`src/pols_pkg.sv`:
```
// Package for the positional ordered list store.
// Holds operation codes, status codes, cell commands and the cell command struct.
// No dependencies.
package pols_pkg;

  // Operation codes carried by the action field
  localparam logic [3:0] ACT_ADD_FRONT = 4'd0;
  localparam logic [3:0] ACT_ADD_BACK  = 4'd1;
  localparam logic [3:0] ACT_DEL_FIRST = 4'd2;
  localparam logic [3:0] ACT_DEL_LAST  = 4'd3;
  localparam logic [3:0] ACT_INSERT_AT = 4'd4;
  localparam logic [3:0] ACT_DELETE_AT = 4'd5;
  localparam logic [3:0] ACT_FIND      = 4'd6;
  localparam logic [3:0] ACT_READ_AT   = 4'd7;
  localparam logic [3:0] ACT_LENGTH    = 4'd8;

  // Result status codes
  localparam logic [1:0] ST_DONE = 2'd0;
  localparam logic [1:0] ST_NOOP = 2'd1;
  localparam logic [1:0] ST_FULL = 2'd2;

  // Command broadcast to every cell of the chain
  typedef logic [2:0] cell_op_t;
  localparam cell_op_t OP_NONE = 3'd0;
  localparam cell_op_t OP_INS  = 3'd1;
  localparam cell_op_t OP_DEL  = 3'd2;
  localparam cell_op_t OP_FIND = 3'd3;
  localparam cell_op_t OP_READ = 3'd4;

  typedef struct packed {
    cell_op_t    op;
    logic [7:0]  pos;
    logic [31:0] val;
  } pols_cmd_t;

endpackage

```
`src/pols_in_if.sv`:
```
// Input channel interface of the positional ordered list store.
// Carries valid, ready and one operation; no dependencies.
interface pols_in_if;
  logic               valid;
  logic               ready;
  logic [3:0]         action;
  logic [7:0]         position;
  logic signed [31:0] value;

  modport source (output valid, output action, output position, output value, input ready);
  modport sink   (input valid, input action, input position, input value, output ready);
endinterface

```
`src/pols_out_if.sv`:
```
// Result channel interface of the positional ordered list store.
// Carries valid, ready and one result; no dependencies.
interface pols_out_if;
  logic               valid;
  logic               ready;
  logic [1:0]         status;
  logic               found;
  logic signed [31:0] data_out;
  logic [4:0]         length;

  modport source (output valid, output status, output found, output data_out, output length,
                  input ready);
  modport sink   (input valid, input status, input found, input data_out, input length,
                  output ready);
endinterface

```
`src/pols_cell.sv`:
```
// One cell of the list chain: holds the entry at a fixed position.
// Shifts with its neighbors on insert and delete and flags find and read hits.
// Depends on pols_pkg.
module pols_cell
  import pols_pkg::*;
#(
  parameter int IDX = 0,
  parameter int CW  = 5
) (
  input  logic            clk,
  input  logic            load,
  input  pols_cmd_t       cmd,
  input  logic [CW-1:0]   count,
  input  logic [31:0]     left_entry,
  input  logic [31:0]     right_entry,
  output logic [31:0]     entry,
  output logic            hit,
  output logic [31:0]     hit_data
);

  localparam logic [7:0]    IDX_P = 8'(IDX);
  localparam logic [CW-1:0] IDX_C = CW'(IDX);

  logic [31:0] entry_r, entry_nxt;
  logic        hit_r, hit_nxt;
  logic [31:0] hit_data_r, hit_data_nxt;

  // Pick next entry: open a gap on insert, close it on delete
  always_comb begin
    entry_nxt = entry_r;
    case (cmd.op)
      OP_INS: begin
        if (IDX_P > cmd.pos) begin
          entry_nxt = left_entry;
        end else if (IDX_P == cmd.pos) begin
          entry_nxt = cmd.val;
        end
      end
      OP_DEL: begin
        if (IDX_P >= cmd.pos) begin
          entry_nxt = right_entry;
        end
      end
      default: begin
        entry_nxt = entry_r;
      end
    endcase
  end

  // Flag a match for find or the selected slot for read
  always_comb begin
    hit_nxt      = 1'b0;
    hit_data_nxt = '0;
    case (cmd.op)
      OP_FIND: begin
        hit_nxt = (entry_r == cmd.val) && (IDX_C < count);
      end
      OP_READ: begin
        if (IDX_P == cmd.pos) begin
          hit_nxt      = 1'b1;
          hit_data_nxt = entry_r;
        end
      end
      default: begin
        hit_nxt      = 1'b0;
        hit_data_nxt = '0;
      end
    endcase
  end

  always_ff @(posedge clk) begin
    entry_r <= entry_nxt;
    if (load) begin
      hit_r      <= hit_nxt;
      hit_data_r <= hit_data_nxt;
    end
  end

  assign entry    = entry_r;
  assign hit      = hit_r;
  assign hit_data = hit_data_r;

endmodule

```
`src/positional_ordered_list_store.sv`:
```
// Positional ordered list store: holds up to DEPTH signed 32-bit values in a
// chain of cells, position 0 at the front. One operation is accepted per clock
// unless the result path stalls; inserts and deletes shift the cells from the
// target position on toward or from their neighbor in the accept cycle, and find
// compares all cells in parallel. Each operation yields exactly one result, through
// a compare stage and an output register that takes the cell-wide OR of the hit
// flags. Results leave in acceptance order.
// Depends on pols_pkg, pols_in_if, pols_out_if and pols_cell.
module positional_ordered_list_store
  import pols_pkg::*;
#(
  parameter int DEPTH = 16
) (
  input  logic        clk,
  input  logic        rst_n,
  pols_in_if.sink     in_ch,
  pols_out_if.source  out_ch
);

  localparam int CW = $clog2(DEPTH + 1);

  logic [CW-1:0] count_r, count_nxt;
  logic          s1_valid_r;
  logic [1:0]    s1_status_r;
  logic [4:0]    s1_len_r;
  logic          out_valid_r;
  logic [1:0]    out_status_r;
  logic          out_found_r;
  logic [31:0]   out_data_r;
  logic [4:0]    out_len_r;

  logic          s1_adv, s2_adv, accept;
  pols_cmd_t     dec_cmd, cell_cmd;
  logic [1:0]    dec_status;
  logic [8:0]    cnt9, pos9, tgt9, cnt_new9;

  logic [31:0]   cell_entry [DEPTH];
  logic          cell_hit   [DEPTH];
  logic [31:0]   cell_data  [DEPTH];
  logic          any_hit;
  logic [31:0]   any_data;

  // Stall control: stage 2 moves when the output is free, stage 1 behind it
  assign s2_adv      = !out_valid_r || out_ch.ready;
  assign s1_adv      = !s1_valid_r || s2_adv;
  assign in_ch.ready = s1_adv;
  assign accept      = in_ch.valid && s1_adv;

  // Decode the operation against the current length
  always_comb begin
    cnt9          = 9'(count_r);
    pos9          = {1'b0, in_ch.position};
    tgt9          = pos9;
    cnt_new9      = cnt9;
    dec_status    = ST_DONE;
    dec_cmd.op    = OP_NONE;
    dec_cmd.val   = in_ch.value;
    case (in_ch.action)
      ACT_ADD_FRONT, ACT_ADD_BACK, ACT_INSERT_AT: begin
        if (in_ch.action == ACT_ADD_FRONT) begin
          tgt9 = '0;
        end else if (in_ch.action == ACT_ADD_BACK) begin
          tgt9 = cnt9;
        end
        if (tgt9 > cnt9) begin
          dec_status = ST_NOOP;
        end else if (cnt9 >= 9'(DEPTH)) begin
          dec_status = ST_FULL;
        end else begin
          dec_cmd.op = OP_INS;
          cnt_new9   = cnt9 + 9'd1;
        end
      end
      ACT_DEL_FIRST, ACT_DEL_LAST, ACT_DELETE_AT: begin
        if (in_ch.action == ACT_DEL_FIRST) begin
          tgt9 = '0;
        end else if (in_ch.action == ACT_DEL_LAST) begin
          tgt9 = cnt9 - 9'd1;
        end
        if ((cnt9 == 9'd0) || (tgt9 >= cnt9)) begin
          dec_status = ST_NOOP;
        end else begin
          dec_cmd.op = OP_DEL;
          cnt_new9   = cnt9 - 9'd1;
        end
      end
      ACT_FIND: begin
        dec_cmd.op = OP_FIND;
      end
      ACT_READ_AT: begin
        if (pos9 < cnt9) begin
          dec_cmd.op = OP_READ;
        end else begin
          dec_status = ST_NOOP;
        end
      end
      ACT_LENGTH: begin
        dec_status = ST_DONE;
      end
      default: begin
        dec_status = ST_NOOP;
      end
    endcase
    dec_cmd.pos = tgt9[7:0];
  end

  // Drive the chain only for an accepted transaction
  always_comb begin
    cell_cmd = dec_cmd;
    if (!accept) begin
      cell_cmd.op = OP_NONE;
    end
  end

  assign count_nxt = accept ? CW'(cnt_new9) : count_r;

  // Build the chain of cells
  for (genvar i = 0; i < DEPTH; i++) begin : g_cell
    logic [31:0] left_e, right_e;
    if (i == 0) begin : g_first
      assign left_e = cell_entry[i];
    end else begin : g_mid_l
      assign left_e = cell_entry[i-1];
    end
    if (i == DEPTH - 1) begin : g_last
      assign right_e = cell_entry[i];
    end else begin : g_mid_r
      assign right_e = cell_entry[i+1];
    end
    pols_cell #(
      .IDX (i),
      .CW  (CW)
    ) u_cell (
      .clk         (clk),
      .load        (accept),
      .cmd         (cell_cmd),
      .count       (count_r),
      .left_entry  (left_e),
      .right_entry (right_e),
      .entry       (cell_entry[i]),
      .hit         (cell_hit[i]),
      .hit_data    (cell_data[i])
    );
  end

  // Merge the registered hit flags of all cells
  always_comb begin
    any_hit  = 1'b0;
    any_data = '0;
    for (int k = 0; k < DEPTH; k++) begin
      any_hit  = any_hit | cell_hit[k];
      any_data = any_data | cell_data[k];
    end
  end

  // Stage 1: hold status and new length while the cells compare
  always_ff @(posedge clk) begin
    if (!rst_n) begin
      count_r    <= '0;
      s1_valid_r <= 1'b0;
    end else begin
      count_r <= count_nxt;
      if (accept) begin
        s1_valid_r <= 1'b1;
      end else if (s2_adv) begin
        s1_valid_r <= 1'b0;
      end
    end
    if (accept) begin
      s1_status_r <= dec_status;
      s1_len_r    <= cnt_new9[4:0];
    end
  end

  // Stage 2: output register
  always_ff @(posedge clk) begin
    if (!rst_n) begin
      out_valid_r <= 1'b0;
    end else if (s2_adv) begin
      out_valid_r <= s1_valid_r;
    end
    if (s2_adv && s1_valid_r) begin
      out_status_r <= s1_status_r;
      out_found_r  <= any_hit;
      out_data_r   <= any_data;
      out_len_r    <= s1_len_r;
    end
  end

  assign out_ch.valid    = out_valid_r;
  assign out_ch.status   = out_status_r;
  assign out_ch.found    = out_found_r;
  assign out_ch.data_out = out_data_r;
  assign out_ch.length   = out_len_r;

endmodule

```
`src/flat_wrapper.sv`:
```
// flat-port wrapper written by rule: the top's interface ports become plain ports
module positional_ordered_list_store_flat import pols_pkg::*;
#(
  parameter int DEPTH = 16
)
  (clk, rst_n, in_ch_valid, in_ch_action, in_ch_position, in_ch_value, in_ch_ready, out_ch_valid, out_ch_status, out_ch_found, out_ch_data_out, out_ch_length, out_ch_ready);
  pols_in_if in_ch_i ();
  pols_out_if out_ch_i ();
  input  logic clk;
  input  logic rst_n;
  input wire logic [$bits(in_ch_i.valid)-1:0] in_ch_valid;
  input wire logic [$bits(in_ch_i.action)-1:0] in_ch_action;
  input wire logic [$bits(in_ch_i.position)-1:0] in_ch_position;
  input wire logic [$bits(in_ch_i.value)-1:0] in_ch_value;
  output wire logic [$bits(in_ch_i.ready)-1:0] in_ch_ready;
  output wire logic [$bits(out_ch_i.valid)-1:0] out_ch_valid;
  output wire logic [$bits(out_ch_i.status)-1:0] out_ch_status;
  output wire logic [$bits(out_ch_i.found)-1:0] out_ch_found;
  output wire logic [$bits(out_ch_i.data_out)-1:0] out_ch_data_out;
  output wire logic [$bits(out_ch_i.length)-1:0] out_ch_length;
  input wire logic [$bits(out_ch_i.ready)-1:0] out_ch_ready;
  assign in_ch_i.valid = in_ch_valid;
  assign in_ch_i.action = in_ch_action;
  assign in_ch_i.position = in_ch_position;
  assign in_ch_i.value = in_ch_value;
  assign in_ch_ready = in_ch_i.ready;
  assign out_ch_valid = out_ch_i.valid;
  assign out_ch_status = out_ch_i.status;
  assign out_ch_found = out_ch_i.found;
  assign out_ch_data_out = out_ch_i.data_out;
  assign out_ch_length = out_ch_i.length;
  assign out_ch_i.ready = out_ch_ready;
  positional_ordered_list_store #(.DEPTH(DEPTH)) u_core (.clk(clk), .rst_n(rst_n), .in_ch(in_ch_i), .out_ch(out_ch_i));
endmodule
```
`config.mk`:
```
export PLATFORM = sky130hd
export DESIGN_NAME = positional_ordered_list_store_flat
export DESIGN_NICKNAME = d
export VERILOG_FILES = /design/src/pols_pkg.sv /design/src/pols_in_if.sv /design/src/pols_out_if.sv /design/src/pols_cell.sv /design/src/positional_ordered_list_store.sv /design/src/flat_wrapper.sv
export SDC_FILE = /design/constraint.sdc
export NUM_CORES = 2
export LEC_CHECK = 0
export BUFFER_PORTS_ARGS = -buffer_cell sky130_fd_sc_hd__buf_2
export CORE_MARGIN = 2
export CORE_UTILIZATION = 49
export DETAILED_ROUTE_END_ITERATION = 8
export PLACE_DENSITY = 0.64
export SETUP_SLACK_MARGIN = 0.3
export SLEW_MARGIN = 25
export SYNTH_ARGS = -nofsm -noshare
export SYNTH_HDL_FRONTEND = slang
export SYNTH_SLANG_ARGS = --single-unit
```
`constraint.sdc`:
```
create_clock -name clk -period 22.5 [get_ports clk]
set_clock_uncertainty 0.2 [all_clocks]
set_input_delay 1.125 -clock clk [delete_from_list [all_inputs] [get_ports clk]]
set_output_delay 1.125 -clock clk [all_outputs]
set_load 0.05 [all_outputs]
```
-- Word-level counts from Yosys, hierarchy flattened
Cells that the tools add are included.
- register bits: 1094
- input bits: 48
- output and inout port bits: 42
- logic and storage cells: 396
- add/sub/neg operators: 2
- $lt $le $gt $ge: 51
- eq/ne operators: 74
- mux-type cells: 118
- bitwise gates (word level): 30
- reduce and logical (&&, ||, !) cells: 64
- operators by type and width (operator ; number):
    $mux W32 ; 47
    $pmux W32 S2 ; 15
    $eq A32 B32 Y1 ; 16
    $or A32 B32 Y32 ; 15
    $eq A4 B8 Y1 const A ; 8
    $gt A4 B8 Y1 const A ; 8
    $ge A4 B8 Y1 const A ; 7
    $mux W9 ; 5
    $ne A3 B3 Y1 const B ; 14
    $reduce_and A3 Y1 ; 14
    $lt A4 B5 Y1 const A ; 8
    $ne A2 B2 Y1 const B ; 17
    $reduce_and A2 Y1 ; 17
    $eq A3 B8 Y1 const A ; 4
    $ge A3 B8 Y1 const A ; 4
    $gt A3 B8 Y1 const A ; 4
    $pmux W1 S2 ; 16
    $mux W1 ; 21
    $lt A3 B5 Y1 const A ; 4
    $logic_and A1 B1 Y1 ; 18
    $eq A2 B8 Y1 const A ; 2
    $eq A4 B3 Y1 const B ; 4
    $ge A1 B8 Y1 const A ; 2
    $ge A2 B8 Y1 const A ; 2
    other kinds (35) ; 67

-- Logic depth before layout (Yosys ltp)
- depth after elaboration: 15
- depth in mapped cells: 18

-- By module
A second synthesis with hierarchy kept.
- cell total of the unflattened synthesis: 4537
- area total of the unflattened synthesis: 56589.3 um^2
- by module, submodules not included (module ; instances ; cells an instance ; area each (um^2) ; seq. area each (um^2)):
    positional_ordered_list_store ; 1 ; 416 ; 3831.2 ; 1551.5
    pols_cell at u_core.g_cell[8].u_cell ; 1 ; 262 ; 3372.0 ; 1951.9
    pols_cell at u_core.g_cell[2].u_cell ; 1 ; 261 ; 3352.0 ; 1951.9
    pols_cell at u_core.g_cell[6].u_cell ; 1 ; 261 ; 3350.7 ; 1951.9
    pols_cell at u_core.g_cell[1].u_cell ; 1 ; 260 ; 3347.0 ; 1951.9
    pols_cell at u_core.g_cell[7].u_cell ; 1 ; 263 ; 3335.7 ; 1951.9
    pols_cell at u_core.g_cell[10].u_cell ; 1 ; 264 ; 3321.9 ; 1951.9
    pols_cell at u_core.g_cell[4].u_cell ; 1 ; 263 ; 3315.7 ; 1951.9
    pols_cell at u_core.g_cell[9].u_cell ; 1 ; 263 ; 3311.9 ; 1951.9
    pols_cell at u_core.g_cell[13].u_cell ; 1 ; 262 ; 3304.4 ; 1951.9
    pols_cell at u_core.g_cell[5].u_cell ; 1 ; 263 ; 3303.2 ; 1951.9
    pols_cell at u_core.g_cell[12].u_cell ; 1 ; 262 ; 3293.2 ; 1951.9
    pols_cell at u_core.g_cell[11].u_cell ; 1 ; 262 ; 3290.7 ; 1951.9
    pols_cell at u_core.g_cell[14].u_cell ; 1 ; 263 ; 3290.7 ; 1951.9
    +3 rows ; n/a ; n/a ; n/a ; n/a

-- Least setup slack after synthesis
Ideal clock, no wire load.
- path type: in2reg
- from: in out_ch_ready
- to: reg u_core.g_cell[5].u_cell.hit_r, data pin
- setup time: 0.147 ns
- arrival time: 14.211 ns
- required time: 22.153 ns
- slack: 7.942 ns
- stages on the path: 9
- buffers on the path: 1
- cells stage by stage: nor2b_1 > nand2_1 > nand2_1 > inv_1 > nand2_1 > clkbuf_1 > nor4_1 > nand4_1 > o21bai_1
- longest elaborated chain between the ends: 6
- ends and longest elaborated chain (what ; line ; text):
    start: declaration ; flat_wrapper.sv:21 ; input wire logic [$bits(out_ch_i.ready)-1:0] out_ch_ready;
    $logic_or A1 B1 Y1 (*) ; positional_ordered_list_store.sv:44 ; assign s2_adv = !out_valid_r || out_ch.ready;
    $logic_or A1 B1 Y1 (*) ; positional_ordered_list_store.sv:45 ; assign s1_adv = !s1_valid_r || s2_adv;
    named net in_ch_ready ; flat_wrapper.sv:15 ; output wire logic [$bits(in_ch_i.ready)-1:0] in_ch_ready;
    $logic_and A1 B1 Y1 (*) ; positional_ordered_list_store.sv:47 ; assign accept = in_ch.valid && s1_adv;
    named net u_core.accept ; positional_ordered_list_store.sv:32 ; logic s1_adv, s2_adv, accept;
    $mux W3 (*) ; positional_ordered_list_store.sv:110 ; if (!accept) begin
    $eq A3 B3 Y1 / $eq A3 B2 Y1 (equally long branches) ; pols_cell.sv:54 ; case (cmd.op)
    $pmux W1 S2 (*) ; pols_cell.sv:54 ;
    named net u_core.g_cell[5].u_cell.hit_nxt ; pols_cell.sv:25 ; logic hit_r, hit_nxt;
    end signal: assignment ; pols_cell.sv:74 ; hit_r <= hit_nxt;
    end: declaration ; pols_cell.sv:25 ;
Mark *: on every way through the listed nets, which the timed path passes. The rest lies on a longest branch.
A chain may end at the register's enable or synchronous reset.

-- Worst setup path after layout
- from: reg u_core.count_r[0]
- to: reg u_core.g_cell[0].u_cell.entry_r[19], data pin
- longest elaborated chain between the ends: 11
- ends and longest elaborated chain (what ; line ; text):
    start: declaration ; positional_ordered_list_store.sv:22 ; logic [CW-1:0] count_r, count_nxt;
    start signal: assignment ; positional_ordered_list_store.sv:162 ; count_r <= count_nxt;
    $sub A5 B1 Y6 ; positional_ordered_list_store.sv:78 ; tgt9 = cnt9 - 9'd1;
    $mux W9 ; positional_ordered_list_store.sv:77 ; end else if (in_ch.action == ACT_DEL_LAST) begin
    $mux W9 ; positional_ordered_list_store.sv:75 ; if (in_ch.action == ACT_DEL_FIRST) begin
    $mux W9 ; positional_ordered_list_store.sv:58 ; case (in_ch.action)
    $ge A9 B5 Y1 ; positional_ordered_list_store.sv:80 ; if ((cnt9 == 9'd0) || (tgt9 >= cnt9)) begin
    $logic_or A1 B1 Y1 ; positional_ordered_list_store.sv:80 ;
    $mux W2 ; positional_ordered_list_store.sv:80 ;
    $pmux W3 S4 (*) ; positional_ordered_list_store.sv:58 ;
    $mux W3 (*) ; positional_ordered_list_store.sv:110 ;
    $eq A3 B2 Y1 / $eq A3 B1 Y1 (equally long branches) ; pols_cell.sv:31 ; case (cmd.op)
    $pmux W32 S2 (*) ; pols_cell.sv:31 ;
    named net u_core.g_cell[0].u_cell.entry_nxt[19] ; pols_cell.sv:24 ; logic [31:0] entry_r, entry_nxt;
    end signal: assignment ; pols_cell.sv:72 ; entry_r <= entry_nxt;
    end: declaration ; pols_cell.sv:24 ;
Mark *: on every way through the listed nets, which the timed path passes. The rest lies on a longest branch. The select of a mux whose other input is x is not followed.

==> flow_summary.yaml <==
logic_synthesis:
  synth_edf_count: 1087
  synthDistinctLibCells: 76
  syn-num-nets: 4602
  synth.avg_cell_area_sq_um: 12.2
  synth.cell_area_sq_um: 55200
  ys_async_sr_fraction: 0
  postSynthCellCount: 4537
  synth_seq_area_share: 0.594
  synth_seq_cells: 1094
  synth_ff_type: "edfxtp_1"
  ys_warn_count: 0
route:
  drt-pass1-iter-count: 6
  wl_um: 190000
  vias_per_cell: 6.33
  ant_nets: 0
  first_iter_violations: 5441
  wl_per_cell_um: 31.3
  dr_total_vias: 38300
  drc: 0
clocking:
  cts.sinks: 1094
  htreeDepth: 3
  worstSkewPairLatency_ps: 710
  ctsHoldBuffers: 0
  cts_tree: "built"
  clockBufferDepth: 3
  cts-root-buf: "clkbuf_16"
  post_cts_buffers: 0
  clk_pin_slew_worst_paths_ps: 60
  numCtsBuffers: 115
  cts_resized: 0
run:
  maxCapViolations: 0
status:
  status: "finished clean"
worst_hold_path:
  hold_path_class: "flop to flop"
timing:
  setup_violations: 0
  fmax_ghz: 0.139
  hold_viol: 0
  period_needed_ps: 7170
  relSlewSlack: 0.192
  setup_tns_ps: 0
  rsz0062_at_grt: "no"
  post-route-period-util: 0.319
  worstMarginPinSlew_ps: 1200
  drv_slew: 0
global_route:
  grt_pass1_vias: 35700
  grt_max_degree: 224
  grt_pass1_wl_um: 268000
  antenna_found_initial: 10
  grt.overflow.total: 0
  grt_util_all_layers: 0.322
power_and_ir_drop:
  finalPower_mw: 4.57
  ir_worst_vdd_mv: 0.0597
  leakage_nw: 20.6
  p_per_area_nw_per_um2: 75.1
worst_setup_path:
  cp_max_fo: 223
  crit_arrival_ps: 7410
  crit_required_ps: 22740
  crit_type: "flop to flop"
  cp-end-kind: "flop"
  critPathLaunchType: "flop"
die:
  core_area_sq_um: 112000
  die_area_sq_um: 115000
  floorplan.die.height_um: 340
  die_width_um: 340
  rows: 123
  io_pins: 90
  start_util: 0.492
placed_design:
  hpwlAfterDp_um: 128000
  io_buffers: 89
  gp_congestion: 0.973
layout:
  drive_above_1_share: 0.110
  fin_nets: 4529
  area_delta_synth_final_pct: 10.2
cells in the mapped netlist (7+ instances only):
cell / n / area, sq um
and2_1: 225 / 1410
o21ai_1: 66 / 330
nor2_1: 26 / 97.6
nand4_1: 135 / 845
dfxtp_1: 7 / 140
o21ai_0: 334 / 1670
nand2_1: 499 / 1870
a21oi_1: 82 / 410
inv_1: 8 / 30.0
nor4_1: 186 / 1160
and3_1: 299 / 1870
xnor2_1: 374 / 3280
buf_1: 34 / 128
mux2_2: 65 / 732
ha_1: 17 / 213
edfxtp_1: 1087 / 32600
buf_4: 26 / 195
o31ai_1: 8 / 60.1
nand3_1: 13 / 65.1
nor3_1: 14 / 70.1
a2bb2oi_1: 64 / 561
clkbuf_1: 287 / 1080
buf_2: 33 / 165
xor2_1: 145 / 1270
mux2i_1: 387 / 3870
stage by stage:
| stage | hold slack, ps | utilization | std cells | area [sq um] | worst slack (ps) |
|---|---|---|---|---|---|
| 5_1_grt | 235 | 0.543 | 6060 | 60800 | 14810 |
| 6_report | 223 | 0.543 | 6061 | 60800 | 15330 |
| 2_1_floorplan | 200 | - | 4537 | 55200 | 7940 |
| 3_5_place_dp | 208 | 0.508 | 5846 | 56900 | 15010 |
| 3_3_place_gp | 209 | 0.508 | 5846 | 56900 | 14990 |
| 4_1_cts | 222 | 0.542 | 6057 | 60700 | 15250 |
final timing paths:
kind,startpoint,end,slack (ps),cells past startpoint
min reg2reg,u_core.s1_status_r[0],u_core.out_ch.status[0],220,0
max,u_core.count_r[0],u_core.g_cell[0].u_cell.entry[19],15330,13
max reg2reg,u_core.count_r[0],u_core.g_cell[0].u_cell.entry[19],15330,13
min,u_core.s1_status_r[0],u_core.out_ch.status[0],220,0
flip-flops by register name, indices dropped and copies added, names as in the netlist:
register                       flops
u_core.count_r                     5
u_core.g_cell.u_cell.entry       512
u_core.g_cell.u_cell.hit          16
u_core.g_cell.u_cell.hit_data    512
u_core.out_ch.data_out            32
u_core.out_ch.found                1
u_core.out_ch.length               5
u_core.out_ch.status               2
u_core.out_ch.valid                1
u_core.s1_len_r                    5
u_core.s1_status_r                 2
u_core.s1_valid_r                  1
metal layers:
layer  part of all wire  vias to the layer above  global-route usage  routed length (um)
li1                   -                    16600                   -                   -
met1               0.40                    19100               0.455               76100
met2               0.44                     2279               0.476               83100
met3               0.10                      348              0.0544               19300
met4              0.060                        2               0.175               11400
met5           0.000068                        -                   0                  13
placed cells by master, fill, tap and decap left out, drive strengths merged, types with 3 or more instances in the layout:
cell type	instances
a31o	5
xor2	145
nor3b	3
or2	4
a211o	3
clkinv	51
a21o	3
and2	225
nor3	19
a2111oi	4
xnor2	374
a21oi	86
edfxtp	1087
buf	199
nand3b	3
o21ai	402
and3	299
clkbuf	145
diode	3
a22o	3
a211oi	6
mux2	65
nand4	135
a31oi	3
nor2	29
o21a	4
or3	6
inv	9
nor4	188
mux2i	387
nand2	499
dfxtp	7
nor2b	4
o31ai	8
nor4b	3
bufinv	15
a2bb2oi	64
nand3	13
nand2b	6
ha	17
critical path: stages, from the launching register on:
cell,delay [ps]
dfxtp_1,530
inv_1,290
ha_1,350
nor3b_1,520
xnor2_1,150
o2bb2ai_1,420
ha_1,310
o21ai_0,70
o21a_1,250
and4_4,940
buf_6,680
buf_12,740
buf_4,850
mux2_2,420
cell families (layout without fill, tap and decap cells):
kind of cell             count (synthesis)  in the layout  share of synthesized area
other                                    0              3                          0
XOR/XNOR                               519            519                     0.0824
adder cells (fa/ha/maj)                 17             17                    0.00386
AND/OR/NAND/NOR                       1443           1443                      0.141
multiplexers                           452            452                     0.0835
AO/OA/AOI/OAI                          612            612                     0.0647
flip-flops                            1094           1094                      0.594
buffers and inverters                  400            421                     0.0304
area by class of cell:
| type | instances | area, sq um |
|---|---|---|
| inverters | 11 | 48.8 |
| flip-flops and latches | 1094 | 32800 |
| fillers | 9654 | 51300 |
| clock inverters | 66 | 706 |
| repair buffers | 199 | 1310 |
| clock buffers | 145 | 3020 |
| multi-input cells | 3043 | 21000 |
| well taps | 1500 | 1880 |
| diodes | 3 | 7.51 |
report_power, final:
part           switching (mW)  total, mW  internal [mW]
Sequential             0.0146       2.30           2.28
Clock                   0.816       1.93           1.12
Combinational           0.228      0.337          0.109
Total                    1.06       4.57           3.51
Note: power is estimated with default switching activity, not from simulation.
